<file path="config.mk">
export PLATFORM = sky130hd
export DESIGN_NAME = ps2_mouse_cursor_tracker_flat
export DESIGN_NICKNAME = d
export VERILOG_FILES = /design/src/rtl/core/ps2mct_pkg.sv /design/src/rtl/core/ps2mct_if.sv /design/src/rtl/core/ps2_mouse_cursor_tracker.sv /design/src/flat_wrapper.sv
export SDC_FILE = /design/constraint.sdc
export NUM_CORES = 1
export LEC_CHECK = 0
export BUFFER_PORTS_ARGS = -buffer_cell sky130_fd_sc_hd__buf_2
export CAP_MARGIN = 20
export CORE_ASPECT_RATIO = 0.8
export CORE_UTILIZATION = 40
export CTS_CLUSTER_DIAMETER = 200
export DETAILED_ROUTE_END_ITERATION = 16
export GPL_ROUTABILITY_DRIVEN = 0
export HOLD_SLACK_MARGIN = 0.02
export PLACE_DENSITY = 0.59
export SLEW_MARGIN = 20
export SYNTH_ARGS = -nofsm -noshare
export SYNTH_HDL_FRONTEND = slang
export SYNTH_SLANG_ARGS = --single-unit
</file>
<file path="constraint.sdc">
create_clock -name clock -period 3.85 [get_ports clock]
set_input_delay 0.5775 -clock clock [delete_from_list [all_inputs] [get_ports clock]]
set_output_delay 0.5775 -clock clock [all_outputs]
set_load 0.01 [all_outputs]
</file>
<file path="src/rtl/core/ps2mct_pkg.sv">
// Package for the PS/2 mouse cursor tracker.
// Holds coordinate and size widths, register indexes, flag bit positions and
// the size limiting function. Depends on nothing.
package ps2mct_pkg;

   localparam int COORD_BITS = 12;
   localparam int SIZE_BITS  = COORD_BITS + 1;
   localparam int SUM_BITS   = COORD_BITS + 2;
   localparam int BYTE_BITS  = 8;
   localparam int CSR_BITS   = 13;
   localparam int CSR_INDEX_BITS = 1;
   localparam int WIDE_BITS  = (CSR_BITS > SIZE_BITS) ? CSR_BITS : SIZE_BITS;

   // Register indexes.
   localparam logic [CSR_INDEX_BITS-1:0] CSR_SCREEN_WIDTH  = 1'b0;
   localparam logic [CSR_INDEX_BITS-1:0] CSR_SCREEN_HEIGHT = 1'b1;

   // Register reset values.
   localparam logic [CSR_BITS-1:0] RESET_WIDTH  = CSR_BITS'(320);
   localparam logic [CSR_BITS-1:0] RESET_HEIGHT = CSR_BITS'(200);

   // Flags byte bit positions.
   localparam int FLAG_LEFT_BIT  = 0;
   localparam int FLAG_RIGHT_BIT = 1;
   localparam int FLAG_VALID_BIT = 3;

   // Largest usable screen size on one axis.
   localparam logic [WIDE_BITS-1:0] SIZE_CAP = WIDE_BITS'(1) << COORD_BITS;

   // A size of zero acts as one, and a size above the coordinate range is
   // cut down to the full coordinate range.
   function automatic logic [SIZE_BITS-1:0] effective_size(input logic [CSR_BITS-1:0] size_reg);
      logic [WIDE_BITS-1:0] wide_size;
      wide_size = WIDE_BITS'(size_reg);
      if (wide_size == '0) begin
         return SIZE_BITS'(1);
      end else if (wide_size > SIZE_CAP) begin
         return SIZE_BITS'(SIZE_CAP);
      end else begin
         return SIZE_BITS'(wide_size);
      end
   endfunction

endpackage

</file>
<file path="src/rtl/core/ps2mct_if.sv">
// Valid/ready channel interfaces of the PS/2 mouse cursor tracker.
// ps2mct_req_if carries raw mouse bytes, ps2mct_rsp_if carries cursor items.
// Depends on ps2mct_pkg.
interface ps2mct_req_if;
   logic                           valid;
   logic                           ready;
   logic [ps2mct_pkg::BYTE_BITS-1:0] data_byte;

   modport source (output valid, output data_byte, input ready);
   modport sink   (input valid, input data_byte, output ready);
endinterface

interface ps2mct_rsp_if;
   logic                            valid;
   logic                            ready;
   logic [ps2mct_pkg::COORD_BITS-1:0] cursor_x;
   logic [ps2mct_pkg::COORD_BITS-1:0] cursor_y;
   logic                            left_pressed;
   logic                            right_pressed;
   logic                            packet_applied;

   modport source (output valid, output cursor_x, output cursor_y, output left_pressed,
                   output right_pressed, output packet_applied, input ready);
   modport sink   (input valid, input cursor_x, input cursor_y, input left_pressed,
                   input right_pressed, input packet_applied, output ready);
endinterface

</file>
<file path="src/rtl/core/ps2_mouse_cursor_tracker.sv">
// PS/2 mouse cursor tracker, top level.
// Each accepted byte yields its cursor item on the rsp side in the next cycle.
// Throughput: one byte per cycle while the rsp side keeps up; the add and clamp
// of each axis is combinational logic in front of the result register.
// Reset (synchronous, active high) loads 320 x 200, centers the cursor,
// releases both buttons and restarts packet framing. Depends on ps2mct_pkg and ps2mct_if.
module ps2_mouse_cursor_tracker (
   input  logic                                clock,
   input  logic                                reset,
   ps2mct_req_if.sink                          req_if,
   ps2mct_rsp_if.source                        rsp_if,
   input  logic                                csr_wr_en,
   input  logic [ps2mct_pkg::CSR_INDEX_BITS-1:0] csr_index,
   input  logic [ps2mct_pkg::CSR_BITS-1:0]     csr_wdata
);
   import ps2mct_pkg::*;

   // Byte position codes within a three-byte packet.
   localparam logic [1:0] POS_FLAGS   = 2'd0;
   localparam logic [1:0] POS_X_DELTA = 2'd1;
   localparam logic [1:0] POS_Y_DELTA = 2'd2;

   // Configuration registers.
   logic [CSR_BITS-1:0]   width_ff, width_in;
   logic [CSR_BITS-1:0]   height_ff, height_in;

   // Packet framing and cursor state.
   logic [1:0]            byte_pos_ff, byte_pos_in;
   logic [BYTE_BITS-1:0]  flags_ff, flags_in;
   logic [BYTE_BITS-1:0]  x_delta_ff, x_delta_in;
   logic [COORD_BITS-1:0] pos_x_ff, pos_x_in;
   logic [COORD_BITS-1:0] pos_y_ff, pos_y_in;
   logic                  left_ff, left_in;
   logic                  right_ff, right_in;

   // Result register.
   logic                  rsp_valid_ff, rsp_valid_in;
   logic                  applied_ff, applied_in;

   logic                  accept;
   logic [CSR_BITS-1:0]   wr_width, wr_height;
   logic [SIZE_BITS-1:0]  eff_width, eff_height;
   logic [SIZE_BITS-1:0]  new_eff_width, new_eff_height;
   logic [SUM_BITS-1:0]   sum_x, sum_y;
   logic [COORD_BITS-1:0] clamp_x, clamp_y;
   logic                  packet_ok;

   // The result register frees up in the same cycle its item is taken, so a
   // new byte can enter every cycle while the rsp side keeps up.
   assign req_if.ready = !rsp_valid_ff || rsp_if.ready;
   assign accept       = req_if.valid && req_if.ready;

   assign eff_width  = effective_size(width_ff);
   assign eff_height = effective_size(height_ff);

   // The sizes that a register write leaves behind, used to recenter.
   assign wr_width  = (csr_index == CSR_SCREEN_WIDTH) ? csr_wdata : width_ff;
   assign wr_height = (csr_index == CSR_SCREEN_HEIGHT) ? csr_wdata : height_ff;
   assign new_eff_width  = effective_size(wr_width);
   assign new_eff_height = effective_size(wr_height);

   // X moves right with a positive delta. Y is flipped because the mouse
   // reports up as positive while screen rows grow downward.
   assign sum_x = SUM_BITS'(pos_x_ff)
                + {{(SUM_BITS-BYTE_BITS){x_delta_ff[BYTE_BITS-1]}}, x_delta_ff};
   assign sum_y = SUM_BITS'(pos_y_ff)
                - {{(SUM_BITS-BYTE_BITS){req_if.data_byte[BYTE_BITS-1]}},
                   req_if.data_byte};

   // Clamp each axis into 0..size-1. The sum's top bit is its sign.
   always_comb begin
      if (sum_x[SUM_BITS-1]) begin
         clamp_x = '0;
      end else if (sum_x[SIZE_BITS-1:0] >= eff_width) begin
         clamp_x = COORD_BITS'(eff_width - SIZE_BITS'(1));
      end else begin
         clamp_x = sum_x[COORD_BITS-1:0];
      end
      if (sum_y[SUM_BITS-1]) begin
         clamp_y = '0;
      end else if (sum_y[SIZE_BITS-1:0] >= eff_height) begin
         clamp_y = COORD_BITS'(eff_height - SIZE_BITS'(1));
      end else begin
         clamp_y = sum_y[COORD_BITS-1:0];
      end
   end

   assign packet_ok = flags_ff[FLAG_VALID_BIT];

   always_comb begin
      width_in     = width_ff;
      height_in    = height_ff;
      byte_pos_in  = byte_pos_ff;
      flags_in     = flags_ff;
      x_delta_in   = x_delta_ff;
      pos_x_in     = pos_x_ff;
      pos_y_in     = pos_y_ff;
      left_in      = left_ff;
      right_in     = right_ff;
      applied_in   = applied_ff;
      rsp_valid_in = rsp_valid_ff && !rsp_if.ready;

      // Write configuration only while no item is in flight; the block does not enforce this.
      // Writing either size recenters both axes on the new effective sizes.
      if (csr_wr_en) begin
         case (csr_index)
            CSR_SCREEN_WIDTH: begin
               width_in = csr_wdata;
            end
            CSR_SCREEN_HEIGHT: begin
               height_in = csr_wdata;
            end
            default: begin
            end
         endcase
         pos_x_in = new_eff_width[SIZE_BITS-1:1];
         pos_y_in = new_eff_height[SIZE_BITS-1:1];
      end

      if (accept) begin
         rsp_valid_in = 1'b1;
         applied_in   = 1'b0;
         case (byte_pos_ff)
            POS_FLAGS: begin
               flags_in    = req_if.data_byte;
               byte_pos_in = POS_X_DELTA;
            end
            POS_X_DELTA: begin
               x_delta_in  = req_if.data_byte;
               byte_pos_in = POS_Y_DELTA;
            end
            default: begin
               // Third byte: apply the packet only if its flags say valid.
               // Framing restarts either way.
               byte_pos_in = POS_FLAGS;
               if (packet_ok) begin
                  pos_x_in   = clamp_x;
                  pos_y_in   = clamp_y;
                  left_in    = flags_ff[FLAG_LEFT_BIT];
                  right_in   = flags_ff[FLAG_RIGHT_BIT];
                  applied_in = 1'b1;
               end
            end
         endcase
      end
   end

   always_ff @(posedge clock) begin
      if (reset) begin
         width_ff     <= RESET_WIDTH;
         height_ff    <= RESET_HEIGHT;
         byte_pos_ff  <= POS_FLAGS;
         pos_x_ff     <= COORD_BITS'(RESET_WIDTH >> 1);
         pos_y_ff     <= COORD_BITS'(RESET_HEIGHT >> 1);
         left_ff      <= 1'b0;
         right_ff     <= 1'b0;
         rsp_valid_ff <= 1'b0;
      end else begin
         width_ff     <= width_in;
         height_ff    <= height_in;
         byte_pos_ff  <= byte_pos_in;
         pos_x_ff     <= pos_x_in;
         pos_y_ff     <= pos_y_in;
         left_ff      <= left_in;
         right_ff     <= right_in;
         rsp_valid_ff <= rsp_valid_in;
      end
   end

   // Stored packet bytes are always written before they are read.
   always_ff @(posedge clock) begin
      flags_ff   <= flags_in;
      x_delta_ff <= x_delta_in;
      applied_ff <= applied_in;
   end

   // The cursor state registers double as the result payload: between
   // accepted bytes they only change on a configuration write, which the user
   // must not make while an item waits on the rsp side (the block does not enforce this).
   assign rsp_if.valid          = rsp_valid_ff;
   assign rsp_if.cursor_x       = pos_x_ff;
   assign rsp_if.cursor_y       = pos_y_ff;
   assign rsp_if.left_pressed   = left_ff;
   assign rsp_if.right_pressed  = right_ff;
   assign rsp_if.packet_applied = applied_ff;

endmodule
</file>
<file path="src/flat_wrapper.sv">
// flat-port wrapper written by rule: the top's interface ports become plain ports
module ps2_mouse_cursor_tracker_flat import ps2mct_pkg::*;
  (clock, reset, csr_wr_en, csr_index, csr_wdata, req_if_valid, req_if_data_byte, req_if_ready, rsp_if_valid, rsp_if_cursor_x, rsp_if_cursor_y, rsp_if_left_pressed, rsp_if_right_pressed, rsp_if_packet_applied, rsp_if_ready);
  ps2mct_req_if req_if_i ();
  ps2mct_rsp_if rsp_if_i ();
  input  logic clock;
  input  logic reset;
  input  logic csr_wr_en;
  input  logic [ps2mct_pkg::CSR_INDEX_BITS-1:0] csr_index;
  input  logic [ps2mct_pkg::CSR_BITS-1:0] csr_wdata;
  input wire logic [$bits(req_if_i.valid)-1:0] req_if_valid;
  input wire logic [$bits(req_if_i.data_byte)-1:0] req_if_data_byte;
  output wire logic [$bits(req_if_i.ready)-1:0] req_if_ready;
  output wire logic [$bits(rsp_if_i.valid)-1:0] rsp_if_valid;
  output wire logic [$bits(rsp_if_i.cursor_x)-1:0] rsp_if_cursor_x;
  output wire logic [$bits(rsp_if_i.cursor_y)-1:0] rsp_if_cursor_y;
  output wire logic [$bits(rsp_if_i.left_pressed)-1:0] rsp_if_left_pressed;
  output wire logic [$bits(rsp_if_i.right_pressed)-1:0] rsp_if_right_pressed;
  output wire logic [$bits(rsp_if_i.packet_applied)-1:0] rsp_if_packet_applied;
  input wire logic [$bits(rsp_if_i.ready)-1:0] rsp_if_ready;
  assign req_if_i.valid = req_if_valid;
  assign req_if_i.data_byte = req_if_data_byte;
  assign req_if_ready = req_if_i.ready;
  assign rsp_if_valid = rsp_if_i.valid;
  assign rsp_if_cursor_x = rsp_if_i.cursor_x;
  assign rsp_if_cursor_y = rsp_if_i.cursor_y;
  assign rsp_if_left_pressed = rsp_if_i.left_pressed;
  assign rsp_if_right_pressed = rsp_if_i.right_pressed;
  assign rsp_if_packet_applied = rsp_if_i.packet_applied;
  assign rsp_if_i.ready = rsp_if_ready;
  ps2_mouse_cursor_tracker u_core (.clock(clock), .reset(reset), .req_if(req_if_i), .rsp_if(rsp_if_i), .csr_wr_en(csr_wr_en), .csr_index(csr_index), .csr_wdata(csr_wdata));
endmodule
</file>
==> reports/results.tsv <==
metric	value	unit
status	complete, but fails checks	
violations	setup timing	
fmax	254	MHz
ys_ff_latch	67	
dr.pass1.iters	5	
comb_power_share	0.364	
drive_gt1_frac	0.226	
synthesis.nets	789	
io_buffers	55	
total_power	2540	uW
fp.dieH	108	um
avgSynthCellArea	7.99	um^2
synth_cells	706	
synth_ff_type	dfxtp_1	
insertedDiodeCount	0	
grt_use_total	0.257	
grt_max_degree	44	
num_rows	38	
io_pins	56	
p_int	1680	uW
design_area	6830	um^2
worst_slew_pin_slew	869	ps
dieArea	14600	um^2
ir_drop	205	uV
layout_min_cycle_time	3930	ps
rsz0062_at_grt	yes	
finalCritPeriodShare	1.02	
max_slew_margin	0.421	
slew_violations	0	
placed_cell_area	6370	um^2
core-area	13600	um^2
cp_num_buf_inv	1	
syn-cell-area	5640	um^2
clk_pin_slew	60	ps
p_sw	857	uW
finalSetupTns	-506	ps
crit_family	compound AO/OA/AOI/OAI gates	
p_leak	0.00299	uW
min_path_type	reg -> reg	
dieWidth	135	um
critical_path_class	reg -> reg	
syn2layout_area_growth	21.0	%
holdWs	453	ps
crit_path_end_kind	register	
h-tree-depth	3	
clk_latency	340	ps
grt_pass1_vias	5235	
final-hold-violation-count	0	
hold_buffers	0	
vias	5694	
maxCapViolations	0	
place_ws	-302	ps
cts_buffers	9	
p_per_area	372	nW/um^2
overflow	0	
cts_root_buf	clkbuf_16	
swShare	0.338	
start_util	0.414	
crit_path_max_incr_delay	410	ps
required	4070	ps
n_fill_cell	1319	
wl_per_cell	18.9	um
synth_edf_count	12	
layout.nets	875	
clkPwrFrac	0.320	
cp_max_fo	4	
cpMaxStageDelayCell	edfxtp_1	
setup_viol	10	
path_cells	ha_4, fa_2, a21o_1, a221oi_4, a21oi_2, a31oi_2, xnor2_1, ha_1, a21oi_1, o211ai_1, a2111oi_2, o31a_1, nor2_2, buf_4, mux2i_1, o22ai_1	
cp-start-kind	register	
cts_tree	built	
arrival	4150	ps
layout_setup_ws	-84.0	ps
ant_nets	0	
wl	18400	um
drc	0	
grt_pass1_wl	28600	um
fin_skew	8.57	ps
antenna_found_initial	0	
p_seq_frac	0.316	
clock-sinks	67	
async_reset_ff_frac	0	
yosysWarnings	0	
yosysSeqAreaShare	0.259	
dp_hpwl	13600	um
synth.distinct_cells	74	
cts_buffer_depth	2	
drt_iter0_drc	465	
viasPerCell	5.84	
-- layer usage --
layer,vias to the layer above,GRT usage,share of wire
met4,0,0.0417,0.0062
li1,2753,-,-
met3,8,0.0464,0.074
met2,209,0.367,0.41
met5,-,0,0
met1,2724,0.400,0.51
-- sequential cells by signal (all words and copies together), names as in the netlist --
| signal | flops |
|---|---|
| u_core.byte_pos_ff | 2 |
| u_core.rsp_if.cursor_y | 12 |
| u_core.rsp_if.valid | 1 |
| u_core.flags_ff | 3 |
| u_core.width_ff | 13 |
| u_core.rsp_if.right_pressed | 1 |
| u_core.rsp_if.packet_applied | 1 |
| u_core.rsp_if.left_pressed | 1 |
| u_core.height_ff | 13 |
| u_core.rsp_if.cursor_x | 12 |
| u_core.x_delta_ff | 8 |
-- worst paths after layout --
| check | start | endpoint | slack, ps | cells after the start |
|---|---|---|---|---|
| min | u_core.rsp_if.left_pressed | u_core.rsp_if.left_pressed | 450 | 2 |
| min reg2reg | u_core.rsp_if.left_pressed | u_core.rsp_if.left_pressed | 450 | 2 |
| max | u_core.x_delta_ff[0] | u_core.rsp_if.cursor_x[2] | -80 | 16 |
| max reg2reg | u_core.x_delta_ff[0] | u_core.rsp_if.cursor_x[2] | -80 | 16 |
-- area by class of cell --
type / count / area [um^2] / area share
inverter: 33 / 124 / 0.0181
tap: 180 / 225 / 0.0330
multi-input combinational: 571 / 4040 / 0.591
clock inverter: 2 / 37.5 / 0.00550
clock buffer: 12 / 246 / 0.0361
timing repair buffer: 110 / 696 / 0.102
sequential: 67 / 1460 / 0.214
-- repair_timing --
action	4_1_cts	5_1_grt
pin swaps	20	28
gates cloned	0	1
endpoints found under the setup margin	16	24
gates resized for setup	14	18
buffers inserted	3	7
-- tightest hold or removal path, stage by stage, from the launching register on --
cell	delay (ps)
dfxtp_1	300
nand2_1	50
a21oi_1	50
-- cell families after synthesis --
logic type,share of synthesized area
AOI/OAI and AO/OA,0.237
and+or+nand+nor,0.205
muxes,0.0809
xor gates and xnor gates,0.0463
DFF,0.259
buffers and inverters,0.0457
adders and majority gates,0.127
-- per-stage QoR --
stage / std cells / utilization
floorplan: 706 / -
global route: 975 / 0.500
finish: 975 / 0.500
detailed placement: 950 / 0.467
CTS: 967 / 0.492
global placement: 950 / 0.467
-- cell usage after synthesis, types with 6 or more instances --
master / n / area, um^2
a21oi_1: 67 / 335
edfxtp_1: 12 / 360
dfxtp_1: 55 / 1100
ha_1: 54 / 676
nand3_1: 15 / 75.1
nand3b_1: 6 / 45.0
o21a_1: 9 / 67.6
nand4_1: 7 / 43.8
mux2_2: 21 / 236
clkbuf_1: 30 / 113
xor2_1: 9 / 78.8
a31oi_1: 12 / 75.1
nor2_1: 38 / 143
nor3_1: 15 / 75.1
o21ai_0: 34 / 170
nand2_1: 100 / 375
a21o_1: 12 / 90.1
xnor2_1: 19 / 166
o22ai_1: 11 / 68.8
nor4_1: 9 / 56.3
and3_1: 12 / 75.1
inv_1: 31 / 116
mux2i_1: 22 / 220
nor2b_1: 9 / 56.3
-- cell usage in the layout, fill, tap and decap left out, types with 19 or more instances in the layout --
cell type | Yosys | layout
xnor2_1 | 19 | 19
o21ai_0 | 34 | 25
a21oi_1 | 67 | 64
mux2_2 | 21 | 20
dfxtp_1 | 55 | 54
nor2_1 | 38 | 37
buf_4 | 0 | 52
ha_1 | 54 | 52
buf_2 | 2 | 55
mux2i_1 | 22 | 22
nand2_1 | 100 | 100
inv_1 | 31 | 29
-- power groups by stage --
stage                     Clock [uW]  Sequential (uW)  Combinational, uW
after global placement             0              811                832
after floorplan                    0              800                585
after detailed placement           0              813                848
final                            813              801                925
after CTS                        822              798                875
after global routing             853              806               1010
(Power assumes the default switching activity.)
